## config.mk

```make
export PLATFORM = sky130hd
export DESIGN_NAME = weighted_bin_sampler_flat
export DESIGN_NICKNAME = d
export VERILOG_FILES = /design/src/rtl/core/bws_pkg.sv /design/src/rtl/core/bws_if.sv /design/src/rtl/core/bws_front.sv /design/src/rtl/core/bws_fifo.sv /design/src/rtl/core/bws_back.sv /design/src/rtl/core/weighted_bin_sampler.sv /design/src/flat_wrapper.sv
export SDC_FILE = /design/constraint.sdc
export NUM_CORES = 2
export LEC_CHECK = 0
export BUFFER_PORTS_ARGS = -buffer_cell sky130_fd_sc_hd__buf_2
export CAP_MARGIN = 15
export CELL_PAD_IN_SITES_DETAIL_PLACEMENT = 1
export CELL_PAD_IN_SITES_GLOBAL_PLACEMENT = 2
export CORE_MARGIN = 8
export CORE_UTILIZATION = 49
export DETAILED_ROUTE_END_ITERATION = 10
export PLACE_DENSITY_LB_ADDON = 0.3
export SLEW_MARGIN = 20
export SYNTH_ARGS = -nofsm -noshare
export SYNTH_HDL_FRONTEND = slang
export SYNTH_SLANG_ARGS = --single-unit
```

## constraint.sdc

```tcl
create_clock -name clock -period 10 [get_ports clock]
set_input_delay 1.5 -clock clock [delete_from_list [all_inputs] [get_ports clock]]
set_output_delay 1.5 -clock clock [all_outputs]
set_load 0.05 [all_outputs]
```

## src/rtl/core/bws_pkg.sv

```systemverilog
// shared constants for the weighted bin sampler
`timescale 1ns / 1ps

package bws_pkg;

   // default sizing handed to the top level
   localparam int DEF_MAX_BINS      = 64;
   localparam int DEF_WEIGHT_BITS   = 16;
   localparam int DEF_FRACTION_BITS = 16;

   // fixed widths of the cumulative sums and the result index
   localparam int CUM_BITS   = 22;
   localparam int INDEX_BITS = 6;

   // depth of the command queue between front and back end
   localparam int QUEUE_DEPTH = 4;

   // item kinds
   localparam logic KIND_LOAD = 1'b0;
   localparam logic KIND_DRAW = 1'b1;

   // result status codes
   localparam logic STATUS_OK    = 1'b0;
   localparam logic STATUS_EMPTY = 1'b1;

endpackage

```

## src/rtl/core/bws_if.sv

```systemverilog
// request and response channel interfaces of the weighted bin sampler
`timescale 1ns / 1ps

interface bws_req_if #(
   parameter int WEIGHT_BITS   = bws_pkg::DEF_WEIGHT_BITS,
   parameter int FRACTION_BITS = bws_pkg::DEF_FRACTION_BITS
);
   logic                     valid;
   logic                     ready;
   logic                     kind;
   logic [WEIGHT_BITS-1:0]   weight;
   logic                     last_weight;
   logic [FRACTION_BITS-1:0] uniform;

   modport source (output valid, kind, weight, last_weight, uniform, input ready);
   modport sink   (input valid, kind, weight, last_weight, uniform, output ready);
endinterface

interface bws_rsp_if;
   logic                            valid;
   logic                            ready;
   logic [bws_pkg::INDEX_BITS-1:0]  bin_index;
   logic                            status;

   modport source (output valid, bin_index, status, input ready);
   modport sink   (input valid, bin_index, status, output ready);
endinterface

```

## src/rtl/core/bws_front.sv

```systemverilog
// front end: takes request items and classifies them into queue commands
`timescale 1ns / 1ps

module bws_front #(
   parameter int WEIGHT_BITS   = bws_pkg::DEF_WEIGHT_BITS,
   parameter int FRACTION_BITS = bws_pkg::DEF_FRACTION_BITS,
   parameter int DATA_W        = 16
) (
   input  logic              clock,
   input  logic              reset,
   bws_req_if.sink           req_chan,
   output logic              cmd_valid,
   input  logic              cmd_ready,
   output logic [DATA_W+1:0] cmd_data
);
   import bws_pkg::*;

   logic              cmd_valid_ff, cmd_valid_in;
   logic [DATA_W+1:0] cmd_data_ff, cmd_data_in;
   logic              take;
   logic              is_draw;

   // stage is free when empty or when the queue takes its item this cycle
   assign req_chan.ready = !cmd_valid_ff || cmd_ready;
   assign take           = req_chan.valid && req_chan.ready;
   assign is_draw        = (req_chan.kind == KIND_DRAW);

   // pack the command: draw flag, last mark, then weight or fraction
   always_comb begin
      cmd_data_in  = cmd_data_ff;
      cmd_valid_in = cmd_valid_ff && !cmd_ready;
      if (take) begin
         cmd_valid_in = 1'b1;
         cmd_data_in  = {is_draw,
                         !is_draw && req_chan.last_weight,
                         is_draw ? DATA_W'(req_chan.uniform) : DATA_W'(req_chan.weight)};
      end
   end

   always_ff @(posedge clock) begin
      if (reset) begin
         cmd_valid_ff <= 1'b0;
      end else begin
         cmd_valid_ff <= cmd_valid_in;
      end
      cmd_data_ff <= cmd_data_in;
   end

   assign cmd_valid = cmd_valid_ff;
   assign cmd_data  = cmd_data_ff;

endmodule

```

## src/rtl/core/bws_fifo.sv

```systemverilog
// short command queue between the front and back end
`timescale 1ns / 1ps

module bws_fifo #(
   parameter int WIDTH = 18
) (
   input  logic             clock,
   input  logic             reset,
   input  logic             push_valid,
   output logic             push_ready,
   input  logic [WIDTH-1:0] push_data,
   output logic             pop_valid,
   input  logic             pop_ready,
   output logic [WIDTH-1:0] pop_data
);
   import bws_pkg::*;

   localparam int PTR_W = (QUEUE_DEPTH > 1) ? $clog2(QUEUE_DEPTH) : 1;
   localparam int CNT_W = $clog2(QUEUE_DEPTH + 1);
   localparam logic [PTR_W-1:0] LAST_SLOT = PTR_W'(QUEUE_DEPTH - 1);

   logic [WIDTH-1:0] slot_ff [QUEUE_DEPTH];
   logic [PTR_W-1:0] wr_ptr_ff, wr_ptr_in;
   logic [PTR_W-1:0] rd_ptr_ff, rd_ptr_in;
   logic [CNT_W-1:0] fill_ff, fill_in;
   logic             push, pop;

   assign push_ready = (fill_ff != CNT_W'(QUEUE_DEPTH));
   assign pop_valid  = (fill_ff != '0);
   assign pop_data   = slot_ff[rd_ptr_ff];
   assign push       = push_valid && push_ready;
   assign pop        = pop_valid && pop_ready;

   // pointer and fill bookkeeping
   always_comb begin
      wr_ptr_in = wr_ptr_ff;
      rd_ptr_in = rd_ptr_ff;
      fill_in   = fill_ff;
      if (push) begin
         wr_ptr_in = (wr_ptr_ff == LAST_SLOT) ? '0 : wr_ptr_ff + 1'b1;
      end
      if (pop) begin
         rd_ptr_in = (rd_ptr_ff == LAST_SLOT) ? '0 : rd_ptr_ff + 1'b1;
      end
      if (push && !pop) begin
         fill_in = fill_ff + 1'b1;
      end else if (pop && !push) begin
         fill_in = fill_ff - 1'b1;
      end
   end

   always_ff @(posedge clock) begin
      if (reset) begin
         wr_ptr_ff <= '0;
         rd_ptr_ff <= '0;
         fill_ff   <= '0;
      end else begin
         wr_ptr_ff <= wr_ptr_in;
         rd_ptr_ff <= rd_ptr_in;
         fill_ff   <= fill_in;
      end
      if (push) begin
         slot_ff[wr_ptr_ff] <= push_data;
      end
   end

   // fill never exceeds the depth
   a_fill_bound: assert property (@(posedge clock) disable iff (reset)
      fill_ff <= CNT_W'(QUEUE_DEPTH))
      else $error("queue fill beyond depth");

   // a full queue refuses and cannot grow
   a_full_hold: assert property (@(posedge clock) disable iff (reset)
      (fill_ff == CNT_W'(QUEUE_DEPTH)) && !pop |=> fill_ff == CNT_W'(QUEUE_DEPTH))
      else $error("full queue changed without a pop");

   // an empty queue has equal pointers
   a_ptr_fill: assert property (@(posedge clock) disable iff (reset)
      (fill_ff == '0) |-> (wr_ptr_ff == rd_ptr_ff))
      else $error("empty queue with unequal pointers");

endmodule

```

## src/rtl/core/bws_back.sv

```systemverilog
// back end: cumulative table, draw multiply, binary search and result register
`timescale 1ns / 1ps

module bws_back #(
   parameter int MAX_BINS      = bws_pkg::DEF_MAX_BINS,
   parameter int WEIGHT_BITS   = bws_pkg::DEF_WEIGHT_BITS,
   parameter int FRACTION_BITS = bws_pkg::DEF_FRACTION_BITS,
   parameter int DATA_W        = 16
) (
   input  logic              clock,
   input  logic              reset,
   input  logic              cmd_valid,
   output logic              cmd_ready,
   input  logic [DATA_W+1:0] cmd_data,
   bws_rsp_if.source         rsp_chan
);
   import bws_pkg::*;

   localparam int IDX_W  = (MAX_BINS > 1) ? $clog2(MAX_BINS) : 1;
   localparam int CNT_W  = $clog2(MAX_BINS + 1);
   localparam int SUM_W  = ((CUM_BITS > WEIGHT_BITS) ? CUM_BITS : WEIGHT_BITS) + 1;
   localparam int PROD_W = FRACTION_BITS + CUM_BITS;
   localparam logic [CUM_BITS-1:0] CUM_MAX = '1;

   localparam logic [1:0] ST_IDLE   = 2'd0;
   localparam logic [1:0] ST_MUL    = 2'd1;
   localparam logic [1:0] ST_SEARCH = 2'd2;
   localparam logic [1:0] ST_EMIT   = 2'd3;

   // cumulative sums, one entry per bin
   logic [CUM_BITS-1:0] cum_mem [MAX_BINS];
   logic [CUM_BITS-1:0] rd_data_ff;

   logic [1:0]               state_ff, state_in;
   logic [CNT_W-1:0]         count_ff, count_in;
   logic [CUM_BITS-1:0]      total_ff, total_in;
   logic                     table_ready_ff, table_ready_in;
   logic                     start_new_ff, start_new_in;
   logic [FRACTION_BITS-1:0] uniform_ff, uniform_in;
   logic [PROD_W-1:0]        scaled_ff, scaled_in;
   logic [CNT_W-1:0]         lo_ff, lo_in;
   logic [CNT_W-1:0]         hi_ff, hi_in;
   logic [CNT_W-1:0]         mid_ff, mid_in;
   logic [CNT_W-1:0]         result_ff, result_in;
   logic                     fail_ff, fail_in;
   logic                     rsp_valid_ff, rsp_valid_in;
   logic [INDEX_BITS-1:0]    rsp_bin_ff, rsp_bin_in;
   logic                     rsp_status_ff, rsp_status_in;

   logic                     cmd_draw, cmd_last;
   logic [WEIGHT_BITS-1:0]   cmd_weight;
   logic [FRACTION_BITS-1:0] cmd_uniform;
   logic                     take;
   logic [CNT_W-1:0]         eff_count;
   logic [CUM_BITS-1:0]      eff_total;
   logic [SUM_W-1:0]         sum;
   logic [CUM_BITS-1:0]      sat_sum;
   logic                     table_ok;
   logic                     wr_en, rd_en;
   logic [IDX_W-1:0]         wr_addr, rd_addr;
   logic                     above;
   logic [CNT_W:0]           mid_sum;
   logic [INDEX_BITS+CNT_W-1:0] bin_ext;

   // unpack the queue command
   assign cmd_draw    = cmd_data[DATA_W+1];
   assign cmd_last    = cmd_data[DATA_W];
   assign cmd_weight  = cmd_data[WEIGHT_BITS-1:0];
   assign cmd_uniform = cmd_data[FRACTION_BITS-1:0];

   assign cmd_ready = (state_ff == ST_IDLE);
   assign take      = cmd_valid && cmd_ready;

   // load path: restart the table if due, then add with saturation
   assign eff_count = start_new_ff ? '0 : count_ff;
   assign eff_total = start_new_ff ? '0 : total_ff;
   assign sum       = SUM_W'(eff_total) + SUM_W'(cmd_weight);
   assign sat_sum   = (sum > SUM_W'(CUM_MAX)) ? CUM_MAX : sum[CUM_BITS-1:0];
   assign wr_addr   = eff_count[IDX_W-1:0];
   assign table_ok  = table_ready_ff && (count_ff != '0) && (total_ff != '0);

   // search compare: entry k shifted up by the fraction width against u*total
   assign above   = {rd_data_ff, FRACTION_BITS'(0)} > scaled_ff;
   assign rd_addr = mid_in[IDX_W-1:0];
   assign bin_ext = {INDEX_BITS'(0), result_ff};

   always_comb begin
      state_in       = state_ff;
      count_in       = count_ff;
      total_in       = total_ff;
      table_ready_in = table_ready_ff;
      start_new_in   = start_new_ff;
      uniform_in     = uniform_ff;
      scaled_in      = scaled_ff;
      lo_in          = lo_ff;
      hi_in          = hi_ff;
      mid_in         = mid_ff;
      result_in      = result_ff;
      fail_in        = fail_ff;
      rsp_valid_in   = rsp_valid_ff && !rsp_chan.ready;
      rsp_bin_in     = rsp_bin_ff;
      rsp_status_in  = rsp_status_ff;
      wr_en          = 1'b0;
      rd_en          = 1'b0;
      mid_sum        = '0;
      case (state_ff)
         ST_IDLE: begin
            if (take && !cmd_draw) begin
               // one weight: store its running sum if there is room
               if (eff_count < CNT_W'(MAX_BINS)) begin
                  wr_en    = 1'b1;
                  count_in = eff_count + 1'b1;
                  total_in = sat_sum;
               end else begin
                  count_in = eff_count;
                  total_in = eff_total;
               end
               table_ready_in = cmd_last ? 1'b1 : (start_new_ff ? 1'b0 : table_ready_ff);
               start_new_in   = cmd_last;
            end else if (take) begin
               if (table_ok) begin
                  uniform_in = cmd_uniform;
                  state_in   = ST_MUL;
               end else begin
                  fail_in  = 1'b1;
                  state_in = ST_EMIT;
               end
            end
         end
         ST_MUL: begin
            // scale the fraction and open the search over all bins
            scaled_in = PROD_W'(uniform_ff) * PROD_W'(total_ff);
            lo_in     = '0;
            hi_in     = count_ff;
            mid_in    = count_ff >> 1;
            rd_en     = 1'b1;
            state_in  = ST_SEARCH;
         end
         ST_SEARCH: begin
            if (lo_ff == hi_ff) begin
               // clamp to the last bin when no entry lies above
               result_in = (lo_ff == count_ff) ? count_ff - 1'b1 : lo_ff;
               fail_in   = 1'b0;
               state_in  = ST_EMIT;
            end else begin
               if (above) begin
                  hi_in = mid_ff;
               end else begin
                  lo_in = mid_ff + 1'b1;
               end
               mid_sum = {1'b0, lo_in} + {1'b0, hi_in};
               mid_in  = mid_sum[CNT_W:1];
               rd_en   = (lo_in != hi_in);
            end
         end
         ST_EMIT: begin
            // hand over to the output register once it is free
            if (!rsp_valid_ff || rsp_chan.ready) begin
               rsp_valid_in  = 1'b1;
               rsp_bin_in    = fail_ff ? '0 : bin_ext[INDEX_BITS-1:0];
               rsp_status_in = fail_ff ? STATUS_EMPTY : STATUS_OK;
               state_in      = ST_IDLE;
            end
         end
         default: begin
            state_in = ST_IDLE;
         end
      endcase
   end

   // table memory: one write port for loads, one registered read for the search
   always_ff @(posedge clock) begin
      if (wr_en) begin
         cum_mem[wr_addr] <= sat_sum;
      end
      if (rd_en) begin
         rd_data_ff <= cum_mem[rd_addr];
      end
   end

   always_ff @(posedge clock) begin
      if (reset) begin
         state_ff       <= ST_IDLE;
         count_ff       <= '0;
         total_ff       <= '0;
         table_ready_ff <= 1'b0;
         start_new_ff   <= 1'b1;
         rsp_valid_ff   <= 1'b0;
      end else begin
         state_ff       <= state_in;
         count_ff       <= count_in;
         total_ff       <= total_in;
         table_ready_ff <= table_ready_in;
         start_new_ff   <= start_new_in;
         rsp_valid_ff   <= rsp_valid_in;
      end
      uniform_ff    <= uniform_in;
      scaled_ff     <= scaled_in;
      lo_ff         <= lo_in;
      hi_ff         <= hi_in;
      mid_ff        <= mid_in;
      result_ff     <= result_in;
      fail_ff       <= fail_in;
      rsp_bin_ff    <= rsp_bin_in;
      rsp_status_ff <= rsp_status_in;
   end

   assign rsp_chan.valid     = rsp_valid_ff;
   assign rsp_chan.bin_index = rsp_bin_ff;
   assign rsp_chan.status    = rsp_status_ff;

   // search window stays inside the loaded table
   a_window: assert property (@(posedge clock) disable iff (reset)
      (state_ff == ST_SEARCH) |-> (lo_ff <= hi_ff) && (hi_ff <= count_ff))
      else $error("search window outside table");

   // a search only starts on a usable table
   a_mul_table: assert property (@(posedge clock) disable iff (reset)
      (state_ff == ST_MUL) |-> table_ready_ff && (total_ff != '0) && (count_ff != '0))
      else $error("draw multiply on empty table");

   // failed draws report bin zero
   a_fail_zero: assert property (@(posedge clock) disable iff (reset)
      rsp_valid_ff && (rsp_status_ff == STATUS_EMPTY) |-> (rsp_bin_ff == '0))
      else $error("failed draw with nonzero bin");

   // the table is never touched while a draw is in flight
   a_table_hold: assert property (@(posedge clock) disable iff (reset)
      (state_ff == ST_SEARCH) |=> $stable(count_ff) && $stable(total_ff))
      else $error("table changed during a search");

endmodule

```

## src/rtl/core/weighted_bin_sampler.sv

```systemverilog
// top level of the weighted bin sampler: front end, command queue, back end
//
//   channel    dir  handshake        payload
//   req_chan   in   valid / ready    kind, weight, last_weight, uniform
//   rsp_chan   out  valid / ready    bin_index, status
//
// the back end takes a load item in its idle state and stays idle; a draw passes
// through a multiply state, a binary search over the table memory, one probe
// per cycle, and an emit state, and no new item is taken until it is done.
// the front end takes an item every cycle while the queue has room.
// reset is synchronous and leaves no table loaded; the table memory is not cleared.
// either side may stall; the queue and result register keep them apart.
`timescale 1ns / 1ps

module weighted_bin_sampler #(
   parameter int MAX_BINS      = bws_pkg::DEF_MAX_BINS,
   parameter int WEIGHT_BITS   = bws_pkg::DEF_WEIGHT_BITS,
   parameter int FRACTION_BITS = bws_pkg::DEF_FRACTION_BITS
) (
   input  logic      clock,
   input  logic      reset,
   bws_req_if.sink   req_chan,
   bws_rsp_if.source rsp_chan
);
   import bws_pkg::*;

   localparam int DATA_W = (WEIGHT_BITS > FRACTION_BITS) ? WEIGHT_BITS : FRACTION_BITS;

   logic              fr_valid, fr_ready;
   logic [DATA_W+1:0] fr_data;
   logic              bk_valid, bk_ready;
   logic [DATA_W+1:0] bk_data;

   // classify incoming items
   bws_front #(
      .WEIGHT_BITS   (WEIGHT_BITS),
      .FRACTION_BITS (FRACTION_BITS),
      .DATA_W        (DATA_W)
   ) u_front (
      .clock     (clock),
      .reset     (reset),
      .req_chan  (req_chan),
      .cmd_valid (fr_valid),
      .cmd_ready (fr_ready),
      .cmd_data  (fr_data)
   );

   // queue between the two halves
   bws_fifo #(
      .WIDTH (DATA_W + 2)
   ) u_fifo (
      .clock      (clock),
      .reset      (reset),
      .push_valid (fr_valid),
      .push_ready (fr_ready),
      .push_data  (fr_data),
      .pop_valid  (bk_valid),
      .pop_ready  (bk_ready),
      .pop_data   (bk_data)
   );

   // table keeping and draws
   bws_back #(
      .MAX_BINS      (MAX_BINS),
      .WEIGHT_BITS   (WEIGHT_BITS),
      .FRACTION_BITS (FRACTION_BITS),
      .DATA_W        (DATA_W)
   ) u_back (
      .clock     (clock),
      .reset     (reset),
      .cmd_valid (bk_valid),
      .cmd_ready (bk_ready),
      .cmd_data  (bk_data),
      .rsp_chan  (rsp_chan)
   );

endmodule

```

## src/flat_wrapper.sv

```systemverilog
// flat-port wrapper written by rule: the top's interface ports become plain ports
module weighted_bin_sampler_flat import bws_pkg::*;
#(
   parameter int MAX_BINS      = bws_pkg::DEF_MAX_BINS,
   parameter int WEIGHT_BITS   = bws_pkg::DEF_WEIGHT_BITS,
   parameter int FRACTION_BITS = bws_pkg::DEF_FRACTION_BITS
)
  (clock, reset, req_chan_valid, req_chan_kind, req_chan_weight, req_chan_last_weight, req_chan_uniform, req_chan_ready, rsp_chan_valid, rsp_chan_bin_index, rsp_chan_status, rsp_chan_ready);
  bws_req_if #(.WEIGHT_BITS(WEIGHT_BITS), .FRACTION_BITS(FRACTION_BITS)) req_chan_i ();
  bws_rsp_if rsp_chan_i ();
  input  logic clock;
  input  logic reset;
  input wire logic [$bits(req_chan_i.valid)-1:0] req_chan_valid;
  input wire logic [$bits(req_chan_i.kind)-1:0] req_chan_kind;
  input wire logic [$bits(req_chan_i.weight)-1:0] req_chan_weight;
  input wire logic [$bits(req_chan_i.last_weight)-1:0] req_chan_last_weight;
  input wire logic [$bits(req_chan_i.uniform)-1:0] req_chan_uniform;
  output wire logic [$bits(req_chan_i.ready)-1:0] req_chan_ready;
  output wire logic [$bits(rsp_chan_i.valid)-1:0] rsp_chan_valid;
  output wire logic [$bits(rsp_chan_i.bin_index)-1:0] rsp_chan_bin_index;
  output wire logic [$bits(rsp_chan_i.status)-1:0] rsp_chan_status;
  input wire logic [$bits(rsp_chan_i.ready)-1:0] rsp_chan_ready;
  assign req_chan_i.valid = req_chan_valid;
  assign req_chan_i.kind = req_chan_kind;
  assign req_chan_i.weight = req_chan_weight;
  assign req_chan_i.last_weight = req_chan_last_weight;
  assign req_chan_i.uniform = req_chan_uniform;
  assign req_chan_ready = req_chan_i.ready;
  assign rsp_chan_valid = rsp_chan_i.valid;
  assign rsp_chan_bin_index = rsp_chan_i.bin_index;
  assign rsp_chan_status = rsp_chan_i.status;
  assign rsp_chan_i.ready = rsp_chan_ready;
  weighted_bin_sampler #(.MAX_BINS(MAX_BINS), .WEIGHT_BITS(WEIGHT_BITS), .FRACTION_BITS(FRACTION_BITS)) u_core (.clock(clock), .reset(reset), .req_chan(req_chan_i), .rsp_chan(rsp_chan_i));
endmodule
```

; ---- Word level (Yosys, flattened, before mapping)
; Memories as Yosys holds them, arrays and structs flattened. A register that Yosys moved wholly into a read port is not among the register bits.
; Cells that the tools add are included.
; W data, S select, Z words.
[op_classes]
n_reduce_logical = 37
n_mux = 51
order_cmp = 3
bitwise_logic = 1
n_addsub = 9
eq_ne = 15
n_mul = 1
[ops]
columns = operator, n
row1 = $mux W7, 11
row2 = $mux W22, 3
row3 = $pmux W7 S2, 3
row4 = $gt A38 B38 Y1, 1
row5 = $mul A16 B22 Y38, 1
row6 = $add A22 B16 Y23, 1
row7 = $gt A23 B22 Y1 const B, 1
row8 = $reduce_bool A22 Y1, 1
row9 = $mux W1, 18
row10 = $mux W2, 9
row11 = $mux W16, 1
row12 = $add A7 B1 Y7 const B, 2
row13 = $eq A7 B7 Y1, 2
row14 = $ne A2 B2 Y1 const B, 6
row15 = $logic_and A1 B1 Y1, 11
row16 = $add A7 B7 Y8, 1
row17 = $eq A2 B2 Y1 const B, 4
row18 = $logic_not A1 Y1, 8
row19 = $pmux W2 S4, 1
row20 = $reduce_and A2 Y1, 4
row21 = $reduce_and A4 Y1, 2
row22 = $reduce_bool A2 Y1, 4
row23 = $lt A7 B7 Y1 const B, 1
row24 = $ne A7 B7 Y1, 1
row25 = 16 further kinds, 20
[word_totals]
n_memories = 2
out_inout_bits = 9
elab_cells = 140
input_bits = 38
reg_bits = 149
mem_bits_rw = 1480
[mem_list]
columns = name, words, word_bits, rd, rd_ports_with_merged_regs, write_ports, line_no
row1 = u_core.u_back.cum_mem, 64, 22, 1, 1, 1, bws_back.sv:31  ; logic [CUM_BITS-1:0] cum_mem [MAX_BINS];
row2 = u_core.u_fifo.slot_ff, 4, 18, 1, 1, 1, bws_fifo.sv:22  ; logic [WIDTH-1:0] slot_ff [QUEUE_DEPTH];

; ---- Longest topological paths before layout
[depth]
ltp_word = 7
depth_mapped = 27
ltp_nobuf = 24

; ---- By module
; Synthesis repeated with hierarchy kept, for this count alone.
[unflattened]
cells_unflattened = 4410
hier_area_um2 = 75717.6
[modules_own_cells]
columns = module, area_each_um2, instances, cells_each, seq_area_each_um2
row1 = bws_back, 71806.4, 1, 4226, 46234.3
row2 = bws_fifo, 3075.4, 1, 142, 2342.2
row3 = bws_front, 835.8, 1, 42, 560.5

; ---- Worst setup path before layout
; No wires, ideal clock.
[synth_timing]
kind = register to register
startpoint = register with a tool-made name
endpoint = memory u_core.u_back.cum_mem[0][17] (data pin)
path_buffers = 2
arrival_ns = 6.180
required_ns = 9.288
setup_time_ns = 0.712
path_stages_with_launch = 13
setup_slack_ns = 3.108
synth_period_minus_slack_ns = 6.892
cell_sequence = dfxtp_1 -> clkbuf_1 -> buf_1 -> mux4_2 -> ha_1 -> nor2b_1 -> o31a_1 -> a221oi_1 -> a21oi_1 -> a211oi_1 -> nor2b_1 -> xnor2_1 -> o21ai_0
[synth_lines]
columns = item, line_no
row1 = "end, declared", bws_back.sv:31

; ---- Final worst setup path
[layout_timing]
startpoint = register u_core.u_back.scaled_ff[15]
endpoint = register u_core.u_back.rd_data_ff[9] (read register of u_core.u_back.cum_mem) (data pin)
[layout_between]
elab_chain_len = 7
elab_cells_between_ends = 13
classes_between = add/sub (1) / order compare (1) / eq/ne (1) / mux (10)
[layout_rtl]
columns = item, line_no
row1 = "start, declared", bws_back.sv:40  ; logic [PROD_W-1:0] scaled_ff, scaled_in;
row2 = "start signal, assigned", bws_back.sv:198  ; scaled_ff <= scaled_in;
row3 = $gt A38 B38 Y1 *, bws_back.sv:83  ; assign above = {rd_data_ff, FRACTION_BITS'(0)} > scaled_ff;
row4 = $mux W7, bws_back.sv:146  ; if (above) begin
row5 = $mux W7, bws_back.sv:140  ; if (lo_ff == hi_ff) begin
row6 = $mux W7, bws_back.sv:106  ; case (state_ff)
row7 = $add A7 B7 Y8 or $ne A7 B7 Y1 (tied branches), "bws_back.sv:151, bws_back.sv:153"
row8 = $mux W7 or $mux W1 (tied branches), bws_back.sv:140
row9 = $pmux W7 S2 or $pmux W1 S2 (tied branches), bws_back.sv:106
row10 = "end, declared", bws_back.sv:32  ; logic [CUM_BITS-1:0] rd_data_ff;
; Every way passes the cells marked *; elsewhere a longest branch is shown, timed or not. The select of a mux whose other input is x is not followed.
; A chain may end at the register's enable or synchronous reset.

==> run summary <==
## Placement
• 132000 um — hpwl dp
• 0.819 — placer's final routability congestion estimate
• 46 — Port Buffer Count
• 8034 — placed cells

## Timing
• 0.129 GHz — FMAX
• 0 ns — sum of negative setup slack
• 0 — number of setup violations in the final report
• 1.16 ns — slew at the pin with the worst max-slew slack
• 0 — final slew viol count
• 77.3% — Final period util
• 0.0483 ns — maximum clock skew at final layout
• no — setup repair after global routing missed its margin
• 0 — count of endpoints failing hold in the final timing report
• 22.7% — worst slew margin relative to its limit
• 7.73 ns — min cycle time layout

## Cells and area
• 15715 — Filler Cells Inserted
• 0.0491 mm^2 — FF+latch area
• 8353 — final instance count without filler cells
• 0.0257 mm^2 — area used by multi-input combinational logic
• 9.58% — fraction of final layout cells sized beyond drive strength 1
• 6623 — Nets
• 10.4% — Synth-to-Final Area Change

## Worst setup path
• 4 — Worst Path Buf+Inv
• u_core.u_back.scaled_ff[15] — worst reg2reg startpoint
• flip-flop to flip-flop — critical path class
• flip-flop — crit end category
• u_core.u_back.rd_data_ff[9] — r2r endpoint
• 8.37 ns — Worst EP arrival
• 2.27 ns — internal reg-to-reg setup slack
• 23 — total number of cells along the worst setup path
• 94 — Critical Path Fanout Max
• 23 — number of cell instances on the worst register-to-register path
• flip-flop — category of the worst setup path launch point
• 10.64 ns — Critical Path RT
• 0.93 ns — crit-path max cell delay
• u_core.u_back.rd_data_ff[9] — Critical Path Sink
• buf_4 — cell with the largest stage delay on the worst path
• nor4_1 -> nand3_1 -> o21ai_0 -> a221oi_1 -> o21a_1 -> o21ai_0 -> a21oi_1 -> a31oi_2 -> buf_4 -> mux2i_1 -> ha_1 -> inv_1 -> fa_1 -> o21ai_0 -> o21a_1 -> a21oi_4 -> buf_4 -> buf_4 -> nand2_1 -> a22oi_1 -> a22oi_1 -> a21oi_1 -> or3_1 — ordered cell list for the critical path
• compound AO/OA/AOI/OAI gates — kind of cell with the highest combined delay on the critical path
• u_core.u_back.scaled_ff[15] — launching instance or port of the critical path

## Detailed routing
• 6 — 1st-pass router iterations
• 233000 um — total wire length
• 0 — DR DRC count
• 51026 — Via Count
• 4989 — DR iter-0 viols
• 27.8 um — per-cell routed wire length
• 6.11 — via count normalized by instance count
• 0 — number of routed nets with antenna violations

## Logic synthesis
• 6648 — net count after synthesis
• edfxtp_1 — Top FF cell, synth
• 0 — yosys warns
• edfxtp_1 — library cell with the highest instance count after synthesis
• edfxtp_1 — post-synthesis cell type with the largest combined area
• 1603 — number of flops mapped to enable cells by yosys
• 1603 x edfxtp_1, 1066 x nand2_1, 896 x a21oi_1 — synth cell count leaders
• 71 — Unique masters post-synth
• 0.0777 mm^2 — combined area of all synthesized cells
• 63.3% — sequential share of the synthesized area
• edfxtp_1 62%, fa_1 7.2%, a21oi_1 5.8% — synth top area cells
• 12.6 um^2 — syn avg cell area
• 1653 — number of register bits inferred by synthesis
• 62.0% — top cell type's share of synthesized area
• 0% — proportion of synthesized flip-flops having asynchronous set or reset
• 6159 — number of cells produced by synthesis

## Power and ir drop
• 334 mW/mm^2 — Cell Pwr Density
• 0.000636 V — Peak supply drop
• 0.0322 uW — leakage dissipation
• 28700 uW — Total Power

## CTS
• 0.06 ns — CTS clock-pin slew for the worst setup and hold paths
• clkbuf_16 — cell at the root of the clock tree
• done — clock tree from TritonCTS
• 0 — Post-CTS Setup Bufs
• 0 — hold_buf cts
• 0.81 ns — clock latency on the worst-skew pair
• 1653 — total number of clock tree sinks
• 170 — number of buffers inserted during clock tree synthesis
• 3 — maximum clock path buffer count
• 4 — H-tree levels
• 0 — number of gates resized after CTS

## GRT
• 54429 — via count of the first global-routing pass
• 0 — residual overflow from global routing
• 223 — maximum number of pins on one net before global-route repair
• 16 — number of antenna violations at the first check in global routing
• 345000 um — global-route wire length before repair
• 26.4% — Overall Global Routing Usage

## Floorplan
• 49.2% — effective utilization at floorplan
• 47 — top-level I/O count
• 0.171 mm^2 — die footprint
• 146 — Cell Rows
• 414 um — vertical die dimension
• 414 um — die width
• 0.158 mm^2 — floorplan core area

## Flow run
• 0 — number of maximum-capacitance violations

## Min path
• flip-flop to flip-flop — worst hold path class

## Outcome
• finished clean — outcome

[kinds of logic (layout without fill, tap and decap cells)]
group | count (synthesis) | in the layout | share of synthesized area, %
buffers and inverters | 773 | 887 | 4.06
muxes | 60 | 60 | 1.11
other | 0 | 8 | 0
AOI/OAI and AO/OA | 1496 | 1496 | 11.5
adders and majority gates | 451 | 451 | 9.98
and+or+nand+nor | 1650 | 1650 | 9.20
xor gates and xnor gates | 76 | 76 | 0.857
DFF | 1653 | 1653 | 63.3
[power by group]
| part | switching, uW | internal [uW] |
|---|---|---|
| clock | 2750 | 3480 |
| sequential | 307 | 8940 |
| combinational | 8990 | 4200 |
| total | 12000 | 16600 |
[flip-flops by register name, summed over array words and instances, names as in the netlist, named ones only]
name,cells
u_core.u_back.rsp_chan.valid,1
u_core.u_fifo.wr_ptr_ff,2
u_core.u_back.result_ff,6
u_core.u_back.total_ff,22
u_core.u_back.state_ff,2
u_core.u_back.scaled_ff,38
u_core.u_back.fail_ff,1
u_core.u_fifo.rd_ptr_ff,2
u_core.u_back.rsp_chan.status,1
u_core.u_back.hi_ff,7
u_core.u_front.cmd_valid,1
u_core.u_front.cmd_data,18
u_core.u_back.table_ready_ff,1
u_core.u_fifo.fill_ff,3
u_core.u_back.cum_mem,1408
u_core.u_fifo.slot_ff,72
u_core.u_back.count_ff,7
u_core.u_back.mid_ff,7
u_core.u_back.rd_data_ff,22
u_core.u_back.lo_ff,7
u_core.u_back.rsp_chan.bin_index,6
u_core.u_back.uniform_ff,16
u_core.u_back.start_new_ff,1
[layer usage]
metal	wire length (um)	share of wire [%]	track usage [%]
met1	93800	40	34.1
met2	115000	49	44.9
met3	14300	6.1	3.70
met4	9890	4.3	10.7
met5	15	0.0064	0
[final cells by class]
cell class / instances / share of cell area, %
clock inverters: 92 / 1.12
repair buffers: 188 / 1.62
well taps: 2072 / 3.02
diodes: 8 / 0.0233
flip-flops and latches: 1653 / 57.3
clock buffers: 219 / 5.21
multi-input cells: 3733 / 30.0
inverters: 388 / 1.72
[how the worst min path moves through the flow]
stage / end / startpoint / cells after the start
floorplan: flip-flop / u_core.u_fifo.rd_ptr_ff[1] / 2
global placement: u_core.u_fifo.slot_ff[2][10] / u_core.u_front.cmd_data[10] / 0
detailed placement: u_core.u_back.table_ready_ff / u_core.u_back.table_ready_ff / 2
CTS: u_core.u_back.table_ready_ff / u_core.u_back.table_ready_ff / 2
global route: u_core.u_fifo.slot_ff[1][1] / u_core.u_front.cmd_data[1] / 0
finish: u_core.u_fifo.rd_ptr_ff[1] / u_core.u_fifo.rd_ptr_ff[1] / 2
[stage by stage]
| step | instance area [um^2] | util, % | worst slack (ns) | hold slack (ns) |
|---|---|---|---|---|
| finish | 85700 | 54.3 | 2.27 | 0.497 |
| global route | 85700 | 54.3 | 1.80 | 0.521 |
| CTS | 85700 | 54.3 | 2.32 | 0.492 |
| detailed placement | 80300 | 50.9 | 2.44 | 0.479 |
| global placement | 80300 | 50.9 | 2.56 | 0.471 |
| floorplan | 77700 | - | 3.11 | 0.454 |
[worst reg2reg max path: stages, from the launching register on]
cell and delay [ns]:
edfxtp_1 0.38, nor4_1 0.36, nand3_1 0.15, o21ai_0 0.25, a221oi_1 0.15, o21a_1 0.19, o21ai_0 0.14, a21oi_1 0.10
a31oi_2 0.19, buf_4 0.31, mux2i_1 0.33, ha_1 0.22, inv_1 0.06, fa_1 0.54, o21ai_0 0.08, o21a_1 0.15
a21oi_4 0.81, buf_4 0.89, buf_4 1.06, nand2_1 0.20, a22oi_1 0.23, a22oi_1 0.12, a21oi_1 0.41, or3_1 0.25
[placed cells by master (no fill, tap or decap), types with 18 or more instances in the layout]
| cell | netlist | final |
|---|---|---|
| and3_1 | 32 | 32 |
| mux2_2 | 32 | 32 |
| nor2_1 | 160 | 95 |
| a22oi_1 | 443 | 443 |
| clkbuf_16 | 0 | 171 |
| nor3_1 | 47 | 45 |
| buf_4 | 1 | 134 |
| nand3_1 | 69 | 68 |
| buf_2 | 84 | 46 |
| clkinv_1 | 0 | 26 |
| nor2_2 | 2 | 58 |
| nor2b_1 | 40 | 40 |
| fa_1 | 281 | 281 |
| a21o_1 | 22 | 21 |
| clkbuf_1 | 241 | 47 |
| inv_1 | 384 | 384 |
| o21ai_0 | 50 | 47 |
| edfxtp_1 | 1603 | 1603 |
| nand2_1 | 1066 | 1057 |
| mux4_2 | 18 | 18 |
| or3_1 | 27 | 27 |
| xnor2_1 | 61 | 61 |
| ha_1 | 170 | 169 |
| dfxtp_1 | 50 | 50 |
| a21oi_1 | 896 | 894 |
| and2_1 | 154 | 154 |
| clkinv_2 | 0 | 29 |
No activity file was read; power rests on OpenSTA's default activity.
